===== src/rtl/ssi_pkg.sv =====
// ----------------------------------------------------------------------------
// ssi_pkg: shared types and constants for the ssi encoder frame reader
// Word formats, configuration record, register indexes and reset values.
// ----------------------------------------------------------------------------
package ssi_pkg;

  // frame length limit and derived widths
  localparam int MaxPosBits = 23;
  localparam int ShiftBits  = MaxPosBits + 1;
  localparam int HalfCntW   = 6;

  // configuration register indexes
  localparam logic [2:0] RegClockMode  = 3'd0;
  localparam logic [2:0] RegHalfPeriod = 3'd1;
  localparam logic [2:0] RegTotalBits  = 3'd2;
  localparam logic [2:0] RegSingleBits = 3'd3;
  localparam logic [2:0] RegIgnoreMt   = 3'd4;

  // configuration reset values
  localparam logic [1:0]  ClockModeRst  = 2'd3;
  localparam logic [15:0] HalfPeriodRst = 16'd50;
  localparam logic [4:0]  TotalBitsRst  = 5'd17;
  localparam logic [4:0]  SingleBitsRst = 5'd17;
  localparam logic        IgnoreMtRst   = 1'b0;

  // configuration record
  typedef struct packed {
    logic [1:0]  clock_mode;
    logic [15:0] half_period_ticks;
    logic [4:0]  total_bits;
    logic [4:0]  single_turn_bits;
    logic        single_turn_only;
  } cfg_t;

  // input word
  typedef struct packed {
    logic start_req;
    logic data_in;
  } in_item_t;

  // result word
  typedef struct packed {
    logic                  clk_out;
    logic                  busy_res;
    logic                  frame_done;
    logic [MaxPosBits-1:0] position_step;
  } out_item_t;

endpackage


===== src/rtl/ssi_cfg_regs.sv =====
// ----------------------------------------------------------------------------
// ssi_cfg_regs: configuration register file
// Decodes the plain write port into the configuration record.
// ----------------------------------------------------------------------------
module ssi_cfg_regs (
  input  logic          clk,
  input  logic          rst,
  input  logic          cfg_we,
  input  logic [2:0]    cfg_index,
  input  logic [15:0]   cfg_data,
  output ssi_pkg::cfg_t cfg
);
  import ssi_pkg::*;

  // register write decode
  always_ff @(posedge clk) begin
    if (rst) begin
      cfg.clock_mode        <= ClockModeRst;
      cfg.half_period_ticks <= HalfPeriodRst;
      cfg.total_bits        <= TotalBitsRst;
      cfg.single_turn_bits  <= SingleBitsRst;
      cfg.single_turn_only  <= IgnoreMtRst;
    end else if (cfg_we) begin
      unique case (cfg_index)
        RegClockMode:  cfg.clock_mode        <= cfg_data[1:0];
        RegHalfPeriod: cfg.half_period_ticks <= cfg_data;
        RegTotalBits:  cfg.total_bits        <= cfg_data[4:0];
        RegSingleBits: cfg.single_turn_bits  <= cfg_data[4:0];
        RegIgnoreMt:   cfg.single_turn_only  <= cfg_data[0];
        default: ;
      endcase
    end
  end

endmodule


===== src/rtl/ssi_frame_step.sv =====
// ----------------------------------------------------------------------------
// ssi_frame_step: frame sequencer for one tick
// Holds the tick, half period and shift state and computes the result word
// of the current tick; state advances when fire is high.
// ----------------------------------------------------------------------------
module ssi_frame_step (
  input  logic               clk,
  input  logic               rst,
  input  ssi_pkg::cfg_t      cfg,
  input  logic               fire,
  input  ssi_pkg::in_item_t  item,
  output ssi_pkg::out_item_t result
);
  import ssi_pkg::*;

  // state
  logic [15:0]           tick_counter, tick_counter_next;
  logic [HalfCntW-1:0]   half_counter, half_counter_next;
  logic [ShiftBits-1:0]  shift_register, shift_register_next;
  logic                  running, running_next;
  logic [MaxPosBits-1:0] held_position, held_position_next;

  // per tick working values
  logic [4:0]            nbits;
  logic [15:0]           hp;
  logic                  first_level;
  logic                  sample_first;
  logic                  idle_level;
  logic                  start_now;
  logic                  active;
  logic [15:0]           tc;
  logic [HalfCntW-1:0]   hc;
  logic [ShiftBits-1:0]  sr;
  logic                  odd;
  logic                  end_half;
  logic [HalfCntW-1:0]   hc_inc;
  logic [6:0]            frame_halves;
  logic [ShiftBits-1:0]  len_mask;
  logic [MaxPosBits-1:0] st_mask;
  logic [MaxPosBits-1:0] pos;
  logic                  done;

  // mode decode and limits
  assign nbits        = (cfg.total_bits > 5'(MaxPosBits)) ? 5'(MaxPosBits) : cfg.total_bits;
  assign hp           = (cfg.half_period_ticks == 16'd0) ? 16'd1 : cfg.half_period_ticks;
  assign first_level  = ~cfg.clock_mode[1];
  assign sample_first = ~cfg.clock_mode[0];
  assign idle_level   = cfg.clock_mode[1];

  // frame start restarts counters
  assign start_now = ~running & item.start_req;
  assign active    = running | item.start_req;
  assign tc        = start_now ? 16'd0 : tick_counter;
  assign hc        = start_now ? '0 : half_counter;
  assign sr        = start_now ? '0 : shift_register;

  assign odd          = hc[0];
  assign end_half     = ({1'b0, tc} + 17'd1) >= {1'b0, hp};
  assign hc_inc       = hc + HalfCntW'(1);
  assign frame_halves = {1'b0, ({1'b0, nbits} + 6'd1)} << 1;

  // position masks
  assign len_mask = (ShiftBits'(1) << nbits) - ShiftBits'(1);
  assign st_mask  = (cfg.single_turn_bits >= 5'(MaxPosBits)) ? '1
                  : (MaxPosBits'(1) << cfg.single_turn_bits) - MaxPosBits'(1);

  // next state and result
  always_comb begin
    tick_counter_next   = tick_counter;
    half_counter_next   = half_counter;
    shift_register_next = shift_register;
    running_next        = running;
    held_position_next  = held_position;
    pos                 = '0;
    done                = 1'b0;
    result.clk_out      = idle_level;
    result.busy_res     = 1'b0;
    if (active) begin
      running_next        = 1'b1;
      half_counter_next   = hc;
      tick_counter_next   = tc;
      shift_register_next = sr;
      result.busy_res     = 1'b1;
      result.clk_out      = first_level ^ odd;
      if (end_half) begin
        tick_counter_next = 16'd0;
        if ((~odd) == sample_first) begin
          shift_register_next = {sr[ShiftBits-2:0], item.data_in};
        end
        half_counter_next = hc_inc;
        if ({1'b0, hc_inc} >= frame_halves) begin
          pos = shift_register_next[MaxPosBits-1:0] & len_mask[MaxPosBits-1:0];
          if (cfg.single_turn_only) begin
            pos = pos & st_mask;
          end
          held_position_next = pos;
          running_next       = 1'b0;
          half_counter_next  = '0;
          done               = 1'b1;
        end
      end else begin
        tick_counter_next = tc + 16'd1;
      end
    end
    result.frame_done    = done;
    result.position_step = held_position_next;
  end

  // state registers
  always_ff @(posedge clk) begin
    if (rst) begin
      tick_counter   <= '0;
      half_counter   <= '0;
      shift_register <= '0;
      running        <= 1'b0;
      held_position  <= '0;
    end else if (fire) begin
      tick_counter   <= tick_counter_next;
      half_counter   <= half_counter_next;
      shift_register <= shift_register_next;
      running        <= running_next;
      held_position  <= held_position_next;
    end
  end

endmodule


===== src/rtl/ssi_encoder_frame_reader_core.sv =====
// ----------------------------------------------------------------------------
// ssi_encoder_frame_reader_core: ssi absolute encoder master
// Input word register, frame sequencer and result word register.
// ----------------------------------------------------------------------------
// Each input word is one tick of the serial interface and yields exactly one
// result word carrying the clock line level, busy, frame done and the held
// position. All work for a word is one short pass of sequencer logic between
// the input word register and the result word register, so one word is taken
// every cycle; the input only stalls while both registers are full and the
// receiver holds off. An accepted word waits in the input word register until
// the result register is free or being drained, then moves into it with the
// sequencer state advancing alongside, and its result word can then be taken.
// A frame lasts 2*(total_bits+1) half periods of half_period_ticks words each,
// with total_bits capped at 23 and a half period of 0 counted as 1.
module ssi_encoder_frame_reader_core (
  input  logic               clk,
  input  logic               rst,
  input  logic               cfg_we,
  input  logic [2:0]         cfg_index,
  input  logic [15:0]        cfg_data,
  input  logic               in_valid,
  output logic               in_ready,
  input  ssi_pkg::in_item_t  in_item,
  output logic               out_valid,
  input  logic               out_ready,
  output ssi_pkg::out_item_t out_item
);
  import ssi_pkg::*;

  cfg_t      cfg;
  in_item_t  in_q;
  logic      in_q_valid;
  logic      step_fire;
  out_item_t step_result;

  // configuration registers
  ssi_cfg_regs u_cfg (
    .clk       (clk),
    .rst       (rst),
    .cfg_we    (cfg_we),
    .cfg_index (cfg_index),
    .cfg_data  (cfg_data),
    .cfg       (cfg)
  );

  // word moves on when the result register is free or being drained
  assign step_fire = in_q_valid & (~out_valid | out_ready);
  assign in_ready  = ~in_q_valid | step_fire;

  // input word register
  always_ff @(posedge clk) begin
    if (rst) begin
      in_q_valid <= 1'b0;
    end else if (in_ready) begin
      in_q_valid <= in_valid;
    end
  end

  always_ff @(posedge clk) begin
    if (in_ready && in_valid) begin
      in_q <= in_item;
    end
  end

  // frame sequencer
  ssi_frame_step u_step (
    .clk    (clk),
    .rst    (rst),
    .cfg    (cfg),
    .fire   (step_fire),
    .item   (in_q),
    .result (step_result)
  );

  // result word register
  always_ff @(posedge clk) begin
    if (rst) begin
      out_valid <= 1'b0;
    end else if (step_fire) begin
      out_valid <= 1'b1;
    end else if (out_ready) begin
      out_valid <= 1'b0;
    end
  end

  always_ff @(posedge clk) begin
    if (step_fire) begin
      out_item <= step_result;
    end
  end

  // frame done only comes with busy
  a_done_busy: assert property (@(posedge clk) disable iff (rst)
    out_valid && out_item.frame_done |-> out_item.busy_res)
    else $error("frame done without busy");

  // input stalls only when both registers are full and the output is held
  a_stall_cause: assert property (@(posedge clk) disable iff (rst)
    !in_ready |-> (in_q_valid && out_valid && !out_ready))
    else $error("input stalled without cause");

  // two frames never end on consecutive ticks
  a_done_spacing: assert property (@(posedge clk) disable iff (rst)
    step_fire && step_result.frame_done |=> !(step_fire && step_result.frame_done))
    else $error("frame done on consecutive ticks");

endmodule


===== config.mk =====
export PLATFORM = sky130hd
export DESIGN_NAME = ssi_encoder_frame_reader_core
export DESIGN_NICKNAME = d
export VERILOG_FILES = /design/src/rtl/ssi_pkg.sv /design/src/rtl/ssi_cfg_regs.sv /design/src/rtl/ssi_frame_step.sv /design/src/rtl/ssi_encoder_frame_reader_core.sv
export SDC_FILE = /design/constraint.sdc
export NUM_CORES = 1
export LEC_CHECK = 0
export ABC_AREA = 1
export BUFFER_PORTS_ARGS = -buffer_cell sky130_fd_sc_hd__buf_4
export CAP_MARGIN = 0
export CORE_ASPECT_RATIO = 0.5
export CORE_UTILIZATION = 40
export CTS_BUF_LIST = sky130_fd_sc_hd__clkbuf_4
export DETAILED_ROUTE_END_ITERATION = 10
export PLACE_DENSITY = 0.6
export SETUP_SLACK_MARGIN = 0.5
export SLEW_MARGIN = 20
export SYNTH_ARGS = -nofsm -noshare
export SYNTH_HDL_FRONTEND = slang
export SYNTH_SLANG_ARGS = --single-unit
export TNS_END_PERCENT = 50

===== constraint.sdc =====
create_clock -name clk -period 9.1 [get_ports clk]
set_input_delay 1.365 -clock clk [delete_from_list [all_inputs] [get_ports clk]]
set_output_delay 1.365 -clock clk [all_outputs]
set_load 0.05 [all_outputs]

==> impl_metrics.py <==
metrics = {
    "yosys": {
        "synth_largest_area_cell": "dfxtp_1",
        "yosysSeqAreaShare_pct": 35.16,
        "ys_warn_count": 0,
        "synth_nets": 1302,
        "syn_area_per_cell_um2": 6.489,
        "yosysTopAreaCellShare_pct": 24.76,
        "synth_area_leaders": "dfxtp_1, nand2_1, edfxtp_1",
        "netlist_area_um2": 8085,
        "yosysUniqueCellTypes": 41,
        "postSynthCellCount": 1246,
        "yosys_register_bits": 128,
    },
    "setup_path": {
        "required_ns": 9.40,
        "crit_slowest_cell": "nand2_2",
        "critPathCaptureType": "flop",
        "cp.arrival_ns": 5.43,
        "crit_family": "simple AND/OR/NAND/NOR gates",
        "rr_endpoint": "out_item[12]$_DFFE_PP_",
        "slowest_delay_ns": 0.69,
        "path_common_cell": "nand2_1",
        "path_buf_inv": 3,
        "criticalPathCategory": "flop to flop",
        "r2r_slack_ns": 3.98,
        "crit-reg2reg-launch": "in_q[1]$_DFFE_PP_",
        "r2r_cells": 24,
        "worstPathCellList": "nand2_2, nand2_1, inv_1, ha_1, nand3_1, nor2_1, nand2_1, xor2_1, ha_1, nand2_1, nor2_1, nand3_1, nand3_1, nand2_1, nand2_1, nand2_1, nand2_1, nand2_1, nand2_4, nand3_4, inv_2, nand2_1, nand2_1, inv_1",
        "crit_path_start_kind": "flop",
        "critical_path.max_fanout": 48,
    },
    "grt": {
        "gr-total-overflow": 0,
        "track_usage_pct": 22.62,
        "grt_max_degree": 73,
        "grt_pass1_vias": 7127,
        "grt_pass1_wl_mm": 36.58,
        "grt_antenna_before_repair": 0,
    },
    "pwr": {
        "peakVddDrop_mv": 0.07869,
        "p_leak_nw": 4.373,
        "power_density_nw_per_um2": 138.3,
    },
    "min_path": {
        "holdPathStages": 2,
        "min-delay-start": "u_step.tick_counter[13]$_SDFFE_PP0P_",
        "min_to": "u_step.tick_counter[13]$_SDFFE_PP0P_",
        "hold_class": "flop to flop",
    },
    "sta": {
        "slew_headroom_pct": 37.31,
        "finalHoldViolations": 0,
        "slew_violations": 0,
        "setup_violations": 0,
        "max_freq_mhz": 195.2,
        "fin_worst_skew_ns": 0.03202,
        "tns_ns": 0,
        "worst_slew_pin_slew_ns": 0.9368,
        "rsz0062_at_grt": "no",
        "finalCritPeriodShare_pct": 56.29,
        "period_needed_ns": 5.122,
    },
    "die": {
        "core_area_um2": 19640,
        "die-area_um2": 20820,
        "io_pins": 54,
        "die_x_um": 203.1,
        "start_util_pct": 41.17,
        "die_y_um": 102.5,
        "num_rows": 36,
    },
    "placement": {
        "hpwl_mm": 16.76,
        "place_area_um2": 8600,
        "gp_congestion": 0.9322,
        "port_buffers": 53,
    },
    "clock_tree": {
        "clk_latency_ns": 0.56,
        "numCtsBuffers": 17,
        "cts_tree": "built",
        "clkTransAtPathRegs_ns": 0.14,
        "cts_sinks": 128,
        "cts-resized-gates": 0,
        "post_cts_buffers": 0,
        "htreeDepth": 4,
        "cts_root_buffer": "clkbuf_4",
        "clock_path_buffers": 2,
        "ctsHoldBuffers": 0,
    },
    "cells_and_area": {
        "multi_input_comb_area_um2": 4388,
        "synthToLayoutAreaGrowth_pct": 10.17,
        "mostFrequentLayoutCells": "nand2_1, inv_1, nor2_1, a21oi_1, dfxtp_1",
        "utilization_pct": 45.36,
        "fillers": 2119,
        "final_common_cell": "nand2_1",
        "final_cell_area_um2": 8907,
        "register_area_um2": 2843,
        "drive_gt1_share_pct": 8.872,
        "nets": 1328,
        "n_antenna_cell": 0,
    },
    "routing": {
        "finalWirelength_mm": 22.89,
        "met1_length_mm": 11.45,
        "vias": 7901,
        "wl_per_cell_um": 14.76,
        "top_layer": "met4",
        "drc": 0,
        "detail-route-antenna-nets": 0,
        "wl_met3_mm": 1.203,
        "drt_iter0_drc": 598,
        "vias_per_cell": 5.094,
        "dr_wl_met2_mm": 9.865,
        "first_pass_iters": 5,
    },
    "run": {
        "cap_violations": 0,
    },
    "outcome": {
        "status": "complete, no violations",
    },
}
metal layers:
metal	up-vias	track usage [%]
met5	-	0
met4	0	7.056
met3	24	3.982
met2	195	35.59
met1	3629	31.74
li1	4053	-
cells by family after synthesis:
logic type / after synthesis / share of synthesized area (%)
compound gates: 218 / 14.47
xor+xnor: 26 / 2.816
fa+ha+maj: 30 / 4.643
buf+inv: 214 / 10.57
flops: 128 / 35.16
simple gates: 630 / 32.34
power by group:
| group | internal, mW | switching (mW) |
|---|---|---|
| clock network | 0.194 | 0.251 |
| registers | 0.601 | 0.00982 |
| logic | 0.0521 | 0.124 |
| total | 0.847 | 0.385 |
tightest hold or removal path, stage by stage, from the launching register on:
cell and delay [ns]:
dfxtp_1 0.33, nand2_1 0.06, a21oi_1 0.05
sequential cells by signal (all words and copies together) (netlist names):
signal and cells:
u_step.tick_counter 16, out_valid 1, u_step.running 1, in_q 2
u_step.held_position 23, in_q_valid 1, out_item 26, u_cfg.cfg 29
u_step.half_counter 6, u_step.shift_register 23
worst max-delay path by stage:
stage                     slack [ns]                      to               from  depth (start not counted)
final                           3.98  out_item[12]$_DFFE_PP_  in_q[1]$_DFFE_PP_                         24
after global routing            3.21  out_item[12]$_DFFE_PP_  in_q[1]$_DFFE_PP_                         23
after CTS                       3.97  out_item[13]$_DFFE_PP_  in_q[1]$_DFFE_PP_                         24
after detailed placement        4.02  out_item[12]$_DFFE_PP_  in_q[1]$_DFFE_PP_                         24
after global placement          4.19  out_item[12]$_DFFE_PP_  in_q[1]$_DFFE_PP_                         23
after floorplan                 5.88   out_item[0]$_DFFE_PP_          out_ready                          6
stage by stage:
step           cells  power, mW  hold slack (ns)  worst slack, ns
6_report        1551      1.232           0.4733            3.978
3_5_place_dp    1519     0.7985           0.4556            4.021
4_1_cts         1551      1.245           0.4754            3.973
5_1_grt         1551      1.292           0.4870            3.213
3_3_place_gp    1519     0.7956           0.4501            4.190
2_1_floorplan   1246     0.7477           0.4290            5.879
final cells by class:
type	instances	share of cell area, %
timing repair buffer	55	4.635
clock buffer	17	1.433
inverter	166	6.995
clock inverter	15	2.023
tap	266	3.736
multi-input combinational	904	49.26
sequential	128	31.91
cells in the mapped netlist:
| cell type | number |
|---|---|
| nand2_1 | 356 |
| inv_1 | 155 |
| nor2_1 | 140 |
| a21oi_1 | 110 |
| dfxtp_1 | 100 |
| nand3_1 | 83 |
| o21ai_0 | 71 |
| ha_1 | 30 |
| edfxtp_1 | 28 |
| clkbuf_1 | 25 |
| buf_2 | 16 |
| xor2_1 | 16 |
| nand4_1 | 14 |
| nor3_1 | 14 |
| xnor2_1 | 10 |
| inv_2 | 9 |
| nand2_2 | 8 |
| o211ai_1 | 8 |
| a211oi_1 | 5 |
| a31oi_1 | 5 |
| o21ai_1 | 5 |
| o21bai_1 | 5 |
| buf_6 | 4 |
| a21o_1 | 3 |
| nand3b_1 | 3 |
| nor2_2 | 3 |
| a221oi_1 | 2 |
| buf_1 | 2 |
| clkinv_1 | 2 |
| nor3_2 | 2 |
| o21a_1 | 2 |
| a311oi_1 | 1 |
| and2_1 | 1 |
| and3_1 | 1 |
| clkbuf_2 | 1 |
| nand2_4 | 1 |
| nand3_2 | 1 |
| nand3_4 | 1 |
| nor2_4 | 1 |
| nor4_1 | 1 |
| o41ai_1 | 1 |
Power figures use the tool's default switching activity.
